===== src/rtl/core/pts_pkg.sv =====
// Shared types and constants for the preemptive tick scheduler.
// Depends on nothing; the cells, the top level and the checker import it.
package pts_pkg;

    localparam int DATA_W = 16;
    localparam int PRIO_W = 8;
    localparam int ID_W   = 5;

    localparam logic MODE_LOAD = 1'b0;
    localparam logic MODE_TICK = 1'b1;

    localparam logic KEY_PRIORITY  = 1'b0;
    localparam logic KEY_REMAINING = 1'b1;

    localparam logic [DATA_W-1:0] TIME_MAX = '1;

    typedef enum logic [1:0] {
        STAT_LOADED    = 2'd0,
        STAT_FULL      = 2'd1,
        STAT_IDLE_TICK = 2'd2,
        STAT_RAN       = 2'd3
    } status_t;

    // Best candidate seen so far as the scan wave moves down the chain.
    typedef struct packed {
        logic              found;
        logic [DATA_W-1:0] arrival;
        logic [DATA_W-1:0] burst;
        logic [DATA_W-1:0] remaining;
        logic [PRIO_W-1:0] prio;
    } cand_t;

    // Broadcast from the sequencer to every cell.
    typedef struct packed {
        logic              wr_en;
        logic              dec_en;
        logic              select_key;
        logic [DATA_W-1:0] clock_time;
        logic [DATA_W-1:0] arrival;
        logic [DATA_W-1:0] burst;
        logic [PRIO_W-1:0] prio;
    } cell_ctrl_t;

    typedef struct packed {
        status_t           status;
        logic [ID_W-1:0]   task_id;
        logic              finished;
        logic [DATA_W-1:0] turnaround;
        logic [DATA_W-1:0] waiting;
    } res_t;

endpackage


===== src/rtl/core/pts_if.sv =====
// Valid/ready channel interfaces for the scheduler's input and result items.
// Payload widths match pts_pkg; no dependencies otherwise.
interface pts_in_if;
    logic        valid;
    logic        ready;
    logic        mode;
    logic [15:0] arrival_time;
    logic [15:0] burst_length;
    logic [7:0]  task_priority;

    modport source (output valid, mode, arrival_time, burst_length, task_priority,
                    input ready);
    modport sink   (input valid, mode, arrival_time, burst_length, task_priority,
                    output ready);
endinterface

interface pts_out_if;
    logic        valid;
    logic        ready;
    logic [1:0]  status;
    logic [4:0]  task_id;
    logic        finished;
    logic [15:0] time_now;
    logic [15:0] turnaround;
    logic [15:0] waiting;
    logic        all_done;

    modport source (output valid, status, task_id, finished, time_now, turnaround,
                    waiting, all_done, input ready);
    modport sink   (input valid, status, task_id, finished, time_now, turnaround,
                    waiting, all_done, output ready);
endinterface


===== src/rtl/core/pts_cell.sv =====
// One task slot of the scheduler chain: stores the task and merges it into
// the candidate wave passing from its left neighbor. Depends on pts_pkg.
module pts_cell #(
    parameter int IDX    = 0,
    parameter int SLOT_W = 4,
    parameter int CNT_W  = 5
) (
    input  logic                     clk,
    input  logic                     rst_n,
    input  pts_pkg::cell_ctrl_t      ctrl,
    input  logic [SLOT_W-1:0]        wr_slot,
    input  logic [SLOT_W-1:0]        dec_slot,
    input  logic [CNT_W-1:0]         task_count,
    input  logic                     go_in,
    input  pts_pkg::cand_t           cand_in,
    input  logic [SLOT_W-1:0]        slot_in,
    output logic                     go_out,
    output pts_pkg::cand_t           cand_out,
    output logic [SLOT_W-1:0]        slot_out
);
    import pts_pkg::*;

    localparam logic [CNT_W-1:0]  MY_CNT  = CNT_W'(IDX);
    localparam logic [SLOT_W-1:0] MY_SLOT = SLOT_W'(IDX);

    logic [DATA_W-1:0] arrival_reg;
    logic [DATA_W-1:0] burst_reg;
    logic [DATA_W-1:0] rem_reg;
    logic [PRIO_W-1:0] prio_reg;
    logic              go_reg;
    cand_t             cand_reg;
    logic [SLOT_W-1:0] slot_reg;

    logic  eligible;
    logic  better;
    logic  take;
    cand_t own;

    always_comb
    begin
        own.found     = 1'b1;
        own.arrival   = arrival_reg;
        own.burst     = burst_reg;
        own.remaining = rem_reg;
        own.prio      = prio_reg;
        eligible = (MY_CNT < task_count) && (arrival_reg <= ctrl.clock_time)
                   && (rem_reg != '0);
        // A later slot only wins on a strictly smaller key.
        if (ctrl.select_key == KEY_REMAINING)
            better = rem_reg < cand_in.remaining;
        else if (prio_reg != cand_in.prio)
            better = prio_reg < cand_in.prio;
        else
            better = arrival_reg < cand_in.arrival;
        take = eligible && (!cand_in.found || better);
    end

    always_ff @(posedge clk or negedge rst_n)
    begin
        if (!rst_n)
            go_reg <= 1'b0;
        else
            go_reg <= go_in;
    end

    always_ff @(posedge clk)
    begin
        if (go_in)
        begin
            cand_reg <= take ? own : cand_in;
            slot_reg <= take ? MY_SLOT : slot_in;
        end
        if (ctrl.wr_en && (wr_slot == MY_SLOT))
        begin
            arrival_reg <= ctrl.arrival;
            burst_reg   <= ctrl.burst;
            rem_reg     <= ctrl.burst;
            prio_reg    <= ctrl.prio;
        end
        else if (ctrl.dec_en && (dec_slot == MY_SLOT))
        begin
            rem_reg <= rem_reg - 1'b1;
        end
    end

    assign go_out   = go_reg;
    assign cand_out = cand_reg;
    assign slot_out = slot_reg;

endmodule


===== src/rtl/core/preemptive_tick_scheduler.sv =====
// Top level of the preemptive tick scheduler: sequencer, counters and the
// chain of task cells. Depends on pts_pkg, pts_if and pts_cell.
//
// Usage. Items arrive on in_ch (valid/ready). A load item (mode 0) stores a
// task in the next free slot and returns status "loaded" with its id, or
// "full" when every slot is taken. A tick item (mode 1) runs the eligible task
// with the least key for one time unit and advances the saturating clock;
// select_key (written through cfg_we/cfg_wdata while idle) chooses between
// priority order and shortest remaining time. One result item per input item
// leaves on out_ch.
// Sequence: a load is written to res_reg at the accepting edge and moves on to
// the result register from S_FIN; a tick runs the candidate wave that walks
// the cell chain one slot per cycle from the accepting edge, followed by the
// pick capture, the run with the turnaround subtraction, the waiting
// subtraction and the result register load.
// The block works on one item at a time and takes no new item until the last
// one has been moved into the result register.
// The result register frees the input side: a new item is taken while a
// finished result waits; if the receiver stalls longer, the next result
// holds in the sequencer and in_ch.ready stays low until the register frees.
// Reset empties the table, zeroes the clock and the counters, clears the
// result valid flag and selects priority order.
module preemptive_tick_scheduler #(
    parameter int MAX_TASKS = 16
) (
    input  logic clk,
    input  logic rst_n,
    input  logic cfg_we,
    input  logic cfg_wdata,
    pts_in_if.sink    in_ch,
    pts_out_if.source out_ch
);
    import pts_pkg::*;

    localparam int SLOT_W = (MAX_TASKS > 1) ? $clog2(MAX_TASKS) : 1;
    localparam int CNT_W  = $clog2(MAX_TASKS + 1);
    localparam logic [CNT_W-1:0] FULL_CNT = CNT_W'(MAX_TASKS);

    typedef enum logic [4:0] {
        S_IDLE = 5'b00001,
        S_SCAN = 5'b00010,
        S_TAT  = 5'b00100,
        S_WAIT = 5'b01000,
        S_FIN  = 5'b10000
    } state_t;

    state_t            state_reg, state_next;
    logic [CNT_W-1:0]  task_count_reg, task_count_next;
    logic [CNT_W-1:0]  done_count_reg, done_count_next;
    logic [DATA_W-1:0] clock_reg, clock_next;
    logic              select_key_reg;
    res_t              res_reg, res_next;
    cand_t             pick_reg, pick_next;
    logic [SLOT_W-1:0] pick_slot_reg, pick_slot_next;
    logic              out_valid_reg, out_valid_next;
    res_t              out_res_reg, out_res_next;
    logic [DATA_W-1:0] out_time_reg, out_time_next;
    logic              out_done_reg, out_done_next;

    // The chain: index 0 is the wave's entry, index MAX_TASKS its exit.
    logic              go_w   [0:MAX_TASKS];
    cand_t             cand_w [0:MAX_TASKS];
    logic [SLOT_W-1:0] slot_w [0:MAX_TASKS];

    cell_ctrl_t        ctrl;
    logic              in_acc;
    logic              full;
    logic [CNT_W:0]    load_id_wide;
    logic [SLOT_W:0]   run_id_wide;
    logic [DATA_W-1:0] clock_inc;
    logic              pick_fin;

    assign in_acc       = in_ch.valid && in_ch.ready;
    assign full         = (task_count_reg == FULL_CNT);
    assign load_id_wide = {1'b0, task_count_reg} + 1'b1;
    assign run_id_wide  = {1'b0, pick_slot_reg} + 1'b1;
    assign clock_inc    = (clock_reg != TIME_MAX) ? clock_reg + 1'b1 : clock_reg;
    assign pick_fin     = (pick_reg.remaining == DATA_W'(1));

    // A burst of zero is stored as one.
    always_comb
    begin
        ctrl.wr_en      = (state_reg == S_IDLE) && in_acc && (in_ch.mode == MODE_LOAD) && !full;
        ctrl.dec_en     = (state_reg == S_TAT) && pick_reg.found;
        ctrl.select_key = select_key_reg;
        ctrl.clock_time = clock_reg;
        ctrl.arrival    = in_ch.arrival_time;
        ctrl.burst      = (in_ch.burst_length == '0) ? DATA_W'(1) : in_ch.burst_length;
        ctrl.prio       = in_ch.task_priority;
    end

    // The wave enters the first cell with no candidate in hand.
    assign go_w[0]   = (state_reg == S_IDLE) && in_acc && (in_ch.mode == MODE_TICK);
    assign cand_w[0] = '0;
    assign slot_w[0] = '0;

    for (genvar g = 0; g < MAX_TASKS; g++)
    begin : g_cell
        pts_cell #(
            .IDX    (g),
            .SLOT_W (SLOT_W),
            .CNT_W  (CNT_W)
        ) u_cell (
            .clk        (clk),
            .rst_n      (rst_n),
            .ctrl       (ctrl),
            .wr_slot    (task_count_reg[SLOT_W-1:0]),
            .dec_slot   (pick_slot_reg),
            .task_count (task_count_reg),
            .go_in      (go_w[g]),
            .cand_in    (cand_w[g]),
            .slot_in    (slot_w[g]),
            .go_out     (go_w[g+1]),
            .cand_out   (cand_w[g+1]),
            .slot_out   (slot_w[g+1])
        );
    end

    always_comb
    begin
        state_next      = state_reg;
        task_count_next = task_count_reg;
        done_count_next = done_count_reg;
        clock_next      = clock_reg;
        res_next        = res_reg;
        pick_next       = pick_reg;
        pick_slot_next  = pick_slot_reg;
        out_valid_next  = out_valid_reg;
        out_res_next    = out_res_reg;
        out_time_next   = out_time_reg;
        out_done_next   = out_done_reg;

        if (out_valid_reg && out_ch.ready)
            out_valid_next = 1'b0;

        case (state_reg)
            S_IDLE:
            begin
                if (in_acc)
                begin
                    if (in_ch.mode == MODE_LOAD)
                    begin
                        res_next = '0;
                        if (full)
                        begin
                            res_next.status = STAT_FULL;
                        end
                        else
                        begin
                            res_next.status  = STAT_LOADED;
                            res_next.task_id = ID_W'(load_id_wide);
                            task_count_next  = task_count_reg + 1'b1;
                        end
                        state_next = S_FIN;
                    end
                    else
                    begin
                        state_next = S_SCAN;
                    end
                end
            end
            S_SCAN:
            begin
                if (go_w[MAX_TASKS])
                begin
                    pick_next      = cand_w[MAX_TASKS];
                    pick_slot_next = slot_w[MAX_TASKS];
                    state_next     = S_TAT;
                end
            end
            S_TAT:
            begin
                // The chosen cell decrements its remaining time at this edge.
                clock_next = clock_inc;
                res_next   = '0;
                if (pick_reg.found)
                begin
                    res_next.status   = STAT_RAN;
                    res_next.task_id  = ID_W'(run_id_wide);
                    res_next.finished = pick_fin;
                    if (pick_fin)
                        res_next.turnaround = clock_inc - pick_reg.arrival;
                end
                else
                begin
                    res_next.status = STAT_IDLE_TICK;
                end
                state_next = S_WAIT;
            end
            S_WAIT:
            begin
                if (res_reg.finished)
                begin
                    done_count_next = done_count_reg + 1'b1;
                    // Only after the clock has saturated can this go negative.
                    if (res_reg.turnaround >= pick_reg.burst)
                        res_next.waiting = res_reg.turnaround - pick_reg.burst;
                end
                state_next = S_FIN;
            end
            S_FIN:
            begin
                if (!out_valid_reg || out_ch.ready)
                begin
                    out_valid_next = 1'b1;
                    out_res_next   = res_reg;
                    out_time_next  = clock_reg;
                    out_done_next  = (done_count_reg == task_count_reg);
                    state_next     = S_IDLE;
                end
            end
            default:
            begin
                state_next = S_IDLE;
            end
        endcase
    end

    always_ff @(posedge clk or negedge rst_n)
    begin
        if (!rst_n)
        begin
            state_reg      <= S_IDLE;
            task_count_reg <= '0;
            done_count_reg <= '0;
            clock_reg      <= '0;
            select_key_reg <= KEY_PRIORITY;
            out_valid_reg  <= 1'b0;
        end
        else
        begin
            state_reg      <= state_next;
            task_count_reg <= task_count_next;
            done_count_reg <= done_count_next;
            clock_reg      <= clock_next;
            out_valid_reg  <= out_valid_next;
            if (cfg_we)
                select_key_reg <= cfg_wdata;
        end
    end

    always_ff @(posedge clk)
    begin
        res_reg       <= res_next;
        pick_reg      <= pick_next;
        pick_slot_reg <= pick_slot_next;
        out_res_reg   <= out_res_next;
        out_time_reg  <= out_time_next;
        out_done_reg  <= out_done_next;
    end

    assign in_ch.ready       = (state_reg == S_IDLE);
    assign out_ch.valid      = out_valid_reg;
    assign out_ch.status     = out_res_reg.status;
    assign out_ch.task_id    = out_res_reg.task_id;
    assign out_ch.finished   = out_res_reg.finished;
    assign out_ch.time_now   = out_time_reg;
    assign out_ch.turnaround = out_res_reg.turnaround;
    assign out_ch.waiting    = out_res_reg.waiting;
    assign out_ch.all_done   = out_done_reg;

endmodule


===== src/flat_wrapper.sv =====
// flat-port wrapper written by rule: the top's interface ports become plain ports
module preemptive_tick_scheduler_flat import pts_pkg::*;
#(
    parameter int MAX_TASKS = 16
)
  (clk, rst_n, cfg_we, cfg_wdata, in_ch_valid, in_ch_mode, in_ch_arrival_time, in_ch_burst_length, in_ch_task_priority, in_ch_ready, out_ch_valid, out_ch_status, out_ch_task_id, out_ch_finished, out_ch_time_now, out_ch_turnaround, out_ch_waiting, out_ch_all_done, out_ch_ready);
  pts_in_if in_ch_i ();
  pts_out_if out_ch_i ();
  input  logic clk;
  input  logic rst_n;
  input  logic cfg_we;
  input  logic cfg_wdata;
  input wire logic [$bits(in_ch_i.valid)-1:0] in_ch_valid;
  input wire logic [$bits(in_ch_i.mode)-1:0] in_ch_mode;
  input wire logic [$bits(in_ch_i.arrival_time)-1:0] in_ch_arrival_time;
  input wire logic [$bits(in_ch_i.burst_length)-1:0] in_ch_burst_length;
  input wire logic [$bits(in_ch_i.task_priority)-1:0] in_ch_task_priority;
  output wire logic [$bits(in_ch_i.ready)-1:0] in_ch_ready;
  output wire logic [$bits(out_ch_i.valid)-1:0] out_ch_valid;
  output wire logic [$bits(out_ch_i.status)-1:0] out_ch_status;
  output wire logic [$bits(out_ch_i.task_id)-1:0] out_ch_task_id;
  output wire logic [$bits(out_ch_i.finished)-1:0] out_ch_finished;
  output wire logic [$bits(out_ch_i.time_now)-1:0] out_ch_time_now;
  output wire logic [$bits(out_ch_i.turnaround)-1:0] out_ch_turnaround;
  output wire logic [$bits(out_ch_i.waiting)-1:0] out_ch_waiting;
  output wire logic [$bits(out_ch_i.all_done)-1:0] out_ch_all_done;
  input wire logic [$bits(out_ch_i.ready)-1:0] out_ch_ready;
  assign in_ch_i.valid = in_ch_valid;
  assign in_ch_i.mode = in_ch_mode;
  assign in_ch_i.arrival_time = in_ch_arrival_time;
  assign in_ch_i.burst_length = in_ch_burst_length;
  assign in_ch_i.task_priority = in_ch_task_priority;
  assign in_ch_ready = in_ch_i.ready;
  assign out_ch_valid = out_ch_i.valid;
  assign out_ch_status = out_ch_i.status;
  assign out_ch_task_id = out_ch_i.task_id;
  assign out_ch_finished = out_ch_i.finished;
  assign out_ch_time_now = out_ch_i.time_now;
  assign out_ch_turnaround = out_ch_i.turnaround;
  assign out_ch_waiting = out_ch_i.waiting;
  assign out_ch_all_done = out_ch_i.all_done;
  assign out_ch_i.ready = out_ch_ready;
  preemptive_tick_scheduler #(.MAX_TASKS(MAX_TASKS)) u_core (.clk(clk), .rst_n(rst_n), .cfg_we(cfg_we), .cfg_wdata(cfg_wdata), .in_ch(in_ch_i), .out_ch(out_ch_i));
endmodule

===== config.mk =====
export PLATFORM = sky130hd
export DESIGN_NAME = preemptive_tick_scheduler_flat
export DESIGN_NICKNAME = d
export VERILOG_FILES = /design/src/rtl/core/pts_pkg.sv /design/src/rtl/core/pts_if.sv /design/src/rtl/core/pts_cell.sv /design/src/rtl/core/preemptive_tick_scheduler.sv /design/src/flat_wrapper.sv
export SDC_FILE = /design/constraint.sdc
export NUM_CORES = 2
export LEC_CHECK = 0
export BUFFER_PORTS_ARGS = -buffer_cell sky130_fd_sc_hd__buf_2
export CORE_ASPECT_RATIO = 0.75
export CORE_UTILIZATION = 50
export CTS_BUF_LIST = sky130_fd_sc_hd__clkbuf_8 sky130_fd_sc_hd__clkbuf_16
export DETAILED_ROUTE_END_ITERATION = 7
export GPL_TIMING_DRIVEN = 1
export HOLD_SLACK_MARGIN = 0.03
export PLACE_DENSITY_LB_ADDON = 0.3
export SLEW_MARGIN = 25
export SYNTH_ARGS = -nofsm -noshare
export SYNTH_HDL_FRONTEND = slang
export SYNTH_SLANG_ARGS = --single-unit

===== constraint.sdc =====
create_clock -name clk -period 7.7 [get_ports clk]
set_input_delay 0.77 -clock clk [delete_from_list [all_inputs] [get_ports clk]]
set_output_delay 0.77 -clock clk [all_outputs]
set_load 0.02 [all_outputs]

==> results.sh <==
export IMPL_drt_pass1_iter_count=6
export IMPL_drv_slew=0
export IMPL_whs_ps=186
export IMPL_power_density_mw_per_mm2=248
export IMPL_peakVddDrop_mv=0.236
export IMPL_endpoint_kind="flop"
export IMPL_async_reset_ff_share_pct=2.39
export IMPL_die_h_um=393
export IMPL_hold_viol=0
export IMPL_min_path_type="input pin to flop"
export IMPL_path_delay_family="simple AND/OR/NAND/NOR gates"
export IMPL_timing_fmax_mhz=208
export IMPL_cts_sinks=2048
export IMPL_grt_remaining_overflow=0
export IMPL_cp_depth=7
export IMPL_dieArea_mm2=0.206
export IMPL_final_area_mm2=0.112
export IMPL_synth_net_count=8493
export IMPL_antenna_found_initial=4
export IMPL_timing_rr_end="u_core.g_cell[4].u_cell.rem_reg[15]"
export IMPL_die_w_um=524
export IMPL_initial_utilization_pct=50.4
export IMPL_cts_htree_levels=4
export IMPL_worstPathMaxFanout=33
export IMPL_synth_ff_type="edfxtp_1"
export IMPL_status="complete, no violations"
export IMPL_worstSetupPathType="flop to flop"
export IMPL_rsz0062_at_grt="false"
export IMPL_yosysSeqAreaShare_pct=60.0
export IMPL_max_slew_margin_pct=23.2
export IMPL_grt_pass1_vias=60200
export IMPL_wl_um=228000
export IMPL_place_congestion=0.993
export IMPL_wl_met2_um=97000
export IMPL_topRoutingLayerUsed="met5"
export IMPL_synth_seq_cells=2048
export IMPL_met3_length_um=14700
export IMPL_crit_arrival_ps=5260
export IMPL_dp_hpwl_um=167000
export IMPL_io_buffers=105
export IMPL_grt_start_max_net_pins=67
export IMPL_setup_tns_final_ps=0
export IMPL_worstPathRequired_ps=8160
export IMPL_finalCritPeriodShare_pct=62.5
export IMPL_worst_slew_pin_slew_ps=1150
export IMPL_area_growth_pct=10.2
export IMPL_cpMostUsedCell="nand2_1"
export IMPL_dpl_instance_area_mm2=0.106
export IMPL_rows=143
export IMPL_vias=59800
export IMPL_setup_slack_ps=2890
export IMPL_fin_nets=8704
export IMPL_ctsResizeCount=0
export IMPL_drive_gt1_share_pct=7.79
export IMPL_ys_warn_count=0
export IMPL_drc=0
export IMPL_clk_latency_ps=850
export IMPL_worst_path_buf_inv=1
export IMPL_drt_iter0_drc=4842
export IMPL_numCtsBuffers=201
export IMPL_place_ws_ps=3090
export IMPL_r2r_slack_ps=2890
export IMPL_nFillCells=16100
export IMPL_synth_edf_count=1999
export IMPL_finalPower_mw=27.9
export IMPL_crit_path_start_kind="flop"
export IMPL_slowest_delay_ps=1060
export IMPL_clkTransAtPathRegs_ps=60
export IMPL_final_antenna_net_count=0
export IMPL_avgSynthCellArea_um2=13.5
export IMPL_met1_length_um=108000
export IMPL_wl_per_cell_um=21.5
export IMPL_fin_skew_ps=53.0
export IMPL_grt_first_pass_wirelength_um=350000
export IMPL_timing_max_cap_violations=0
export IMPL_avgViaCountPerCell=5.63
export IMPL_path_cells="nor2_1 > nand3_1 > inv_2 > nand2_1 > nor3b_1 > nand2_1 > nand2_1"
export IMPL_r2r_start="u_core.state_reg[4]"
export IMPL_stdcell_count=10600
export IMPL_period_minus_slack_ps=4810
export IMPL_grt_usage_pct=22.0
export IMPL_cp_startpoint="u_core.state_reg[4]"
export IMPL_clockBufferDepth=4
export IMPL_ios=106
export IMPL_worst_r2r_cell_count=7
export IMPL_fin_util_pct=55.5
export IMPL_coreArea_mm2=0.203
export IMPL_dp_cells=10300
export IMPL_cellLeakagePower_nw=42.7
export IMPL_synth_distinct_cells=86
export IMPL_tritoncts="done"
export IMPL_cp_endpoint="u_core.g_cell[4].u_cell.rem_reg[15]"
export IMPL_largest_register_ffs=904
export IMPL_cp_slowest_cell="nor3b_1"
export IMPL_synthCells=7561
export IMPL_syn_area_mm2=0.102
export IMPL_root_buffer="clkbuf_16"
export IMPL_setup_viol=0
[cell usage in the layout (no fill, tap or decap), types with 27 or more instances in the layout]
cell type,instances
clkinv_1,47
xor2_1,90
dfrtp_1,32
xnor2_1,170
clkinv_2,31
ha_1,883
nand2b_1,69
nor4_1,62
o21ai_0,133
mux2i_1,32
edfxtp_1,1999
a211o_1,28
inv_1,762
or3_1,52
a31oi_1,46
nor2_1,469
nand2_1,266
a211oi_1,45
nor3_1,89
nand4_1,126
a21o_1,85
or4_1,27
mux2_1,765
o211ai_1,39
nand3_1,136
nor2b_1,58
a21oi_1,468
buf_2,104
and2_1,69
mux2_4,50
clkbuf_16,202
buf_4,110
[cells by family after synthesis]
kind of cell / share of synthesized area, %
AO/OA/AOI/OAI: 6.22
XOR/XNOR: 2.23
adder cells (fa/ha/maj): 10.9
buffers and inverters: 3.65
flip-flops: 60.0
multiplexers: 9.52
AND/OR/NAND/NOR: 7.51
[how the worst min path moves through the flow]
stage / startpoint / to / slack (ps) / cells after the start
2_1_floorplan: u_core.res_reg[38] / u_core.out_ch.status[0] / 400 / 0
3_3_place_gp: u_core.res_reg[3] / u_core.out_ch.waiting[3] / 400 / 0
3_5_place_dp: u_core.res_reg[11] / u_core.out_ch.waiting[11] / 400 / 0
4_1_cts: in_ch_valid / u_core.state_reg[0] / 130 / 2
5_1_grt: in_ch_valid / u_core.state_reg[0] / 160 / 2
6_report: in_ch_valid / u_core.state_reg[0] / 190 / 2
[cell type report]
cell class	instances	area, um2	area share (%)
Clock buffer	207	5120	4.56
Multi-Input combinational cell	4576	37400	33.2
Sequential cell	2048	61300	54.5
Inverter	729	2740	2.43
Clock inverter	156	1210	1.08
Antenna cell	7	17.5	0.0156
Tap cell	2682	3360	2.98
Timing Repair Buffer	216	1370	1.22
[per-layer routing]
metal / vias up / track usage [%]
met5: - / 0
met1: 29200 / 31.8
met3: 421 / 4.30
met4: 4 / 8.29
met2: 1627 / 32.7
li1: 28600 / -
[where the power goes]
part           switching (mW)  internal [mW]  leakage [nW]
logic                    2.50           1.43          20.5
clock network            4.18           5.43          3.29
registers               0.551           13.8          18.8
total                    7.24           20.6          42.7
[repair_timing]
action | CTS | global route
setup buffers | 0 | 0
hold buffers | 1 | 0
hold endpoints to repair | 8 | 0
[synth_stat cells, types with 8 or more instances]
master	instances	share of area [%]
a2111oi_0	18	0.15
a211o_1	28	0.24
a211oi_1	45	0.33
a21boi_0	12	0.088
a21o_1	85	0.63
a21oi_1	468	2.3
a31oi_1	48	0.29
and2_1	69	0.42
and3_1	15	0.092
and4_1	20	0.17
buf_1	13	0.048
buf_2	53	0.26
clkbuf_1	129	0.47
dfrtp_1	48	1.2
edfxtp_1	1999	59
ha_1	883	11
inv_1	715	2.6
inv_2	11	0.040
mux2_1	765	8.4
mux2_4	50	0.74
mux2i_1	32	0.31
nand2_1	278	1.0
nand2b_1	69	0.42
nand3_1	136	0.67
nand3b_1	8	0.059
nand4_1	126	0.77
nor2_1	470	1.7
nor2b_1	59	0.36
nor3_1	92	0.45
nor3b_1	16	0.12
nor4_1	63	0.39
o2111ai_1	12	0.10
o211ai_1	39	0.29
o21a_1	20	0.15
o21ai_0	133	0.65
o21ai_1	31	0.15
o31ai_1	14	0.10
or2_1	16	0.098
or2_2	9	0.055
or3_1	52	0.32
or4_1	27	0.20
xnor2_1	170	1.5
xor2_1	90	0.77
[worst register-to-register path, delay by kind of cell, from the launching register on]
kind | cells | cell delay, ps
flip-flops | 1 | 460
buffers and inverters | 1 | 200
AND/OR/NAND/NOR | 6 | 3800
Note: power is estimated with default switching activity, not from simulation.
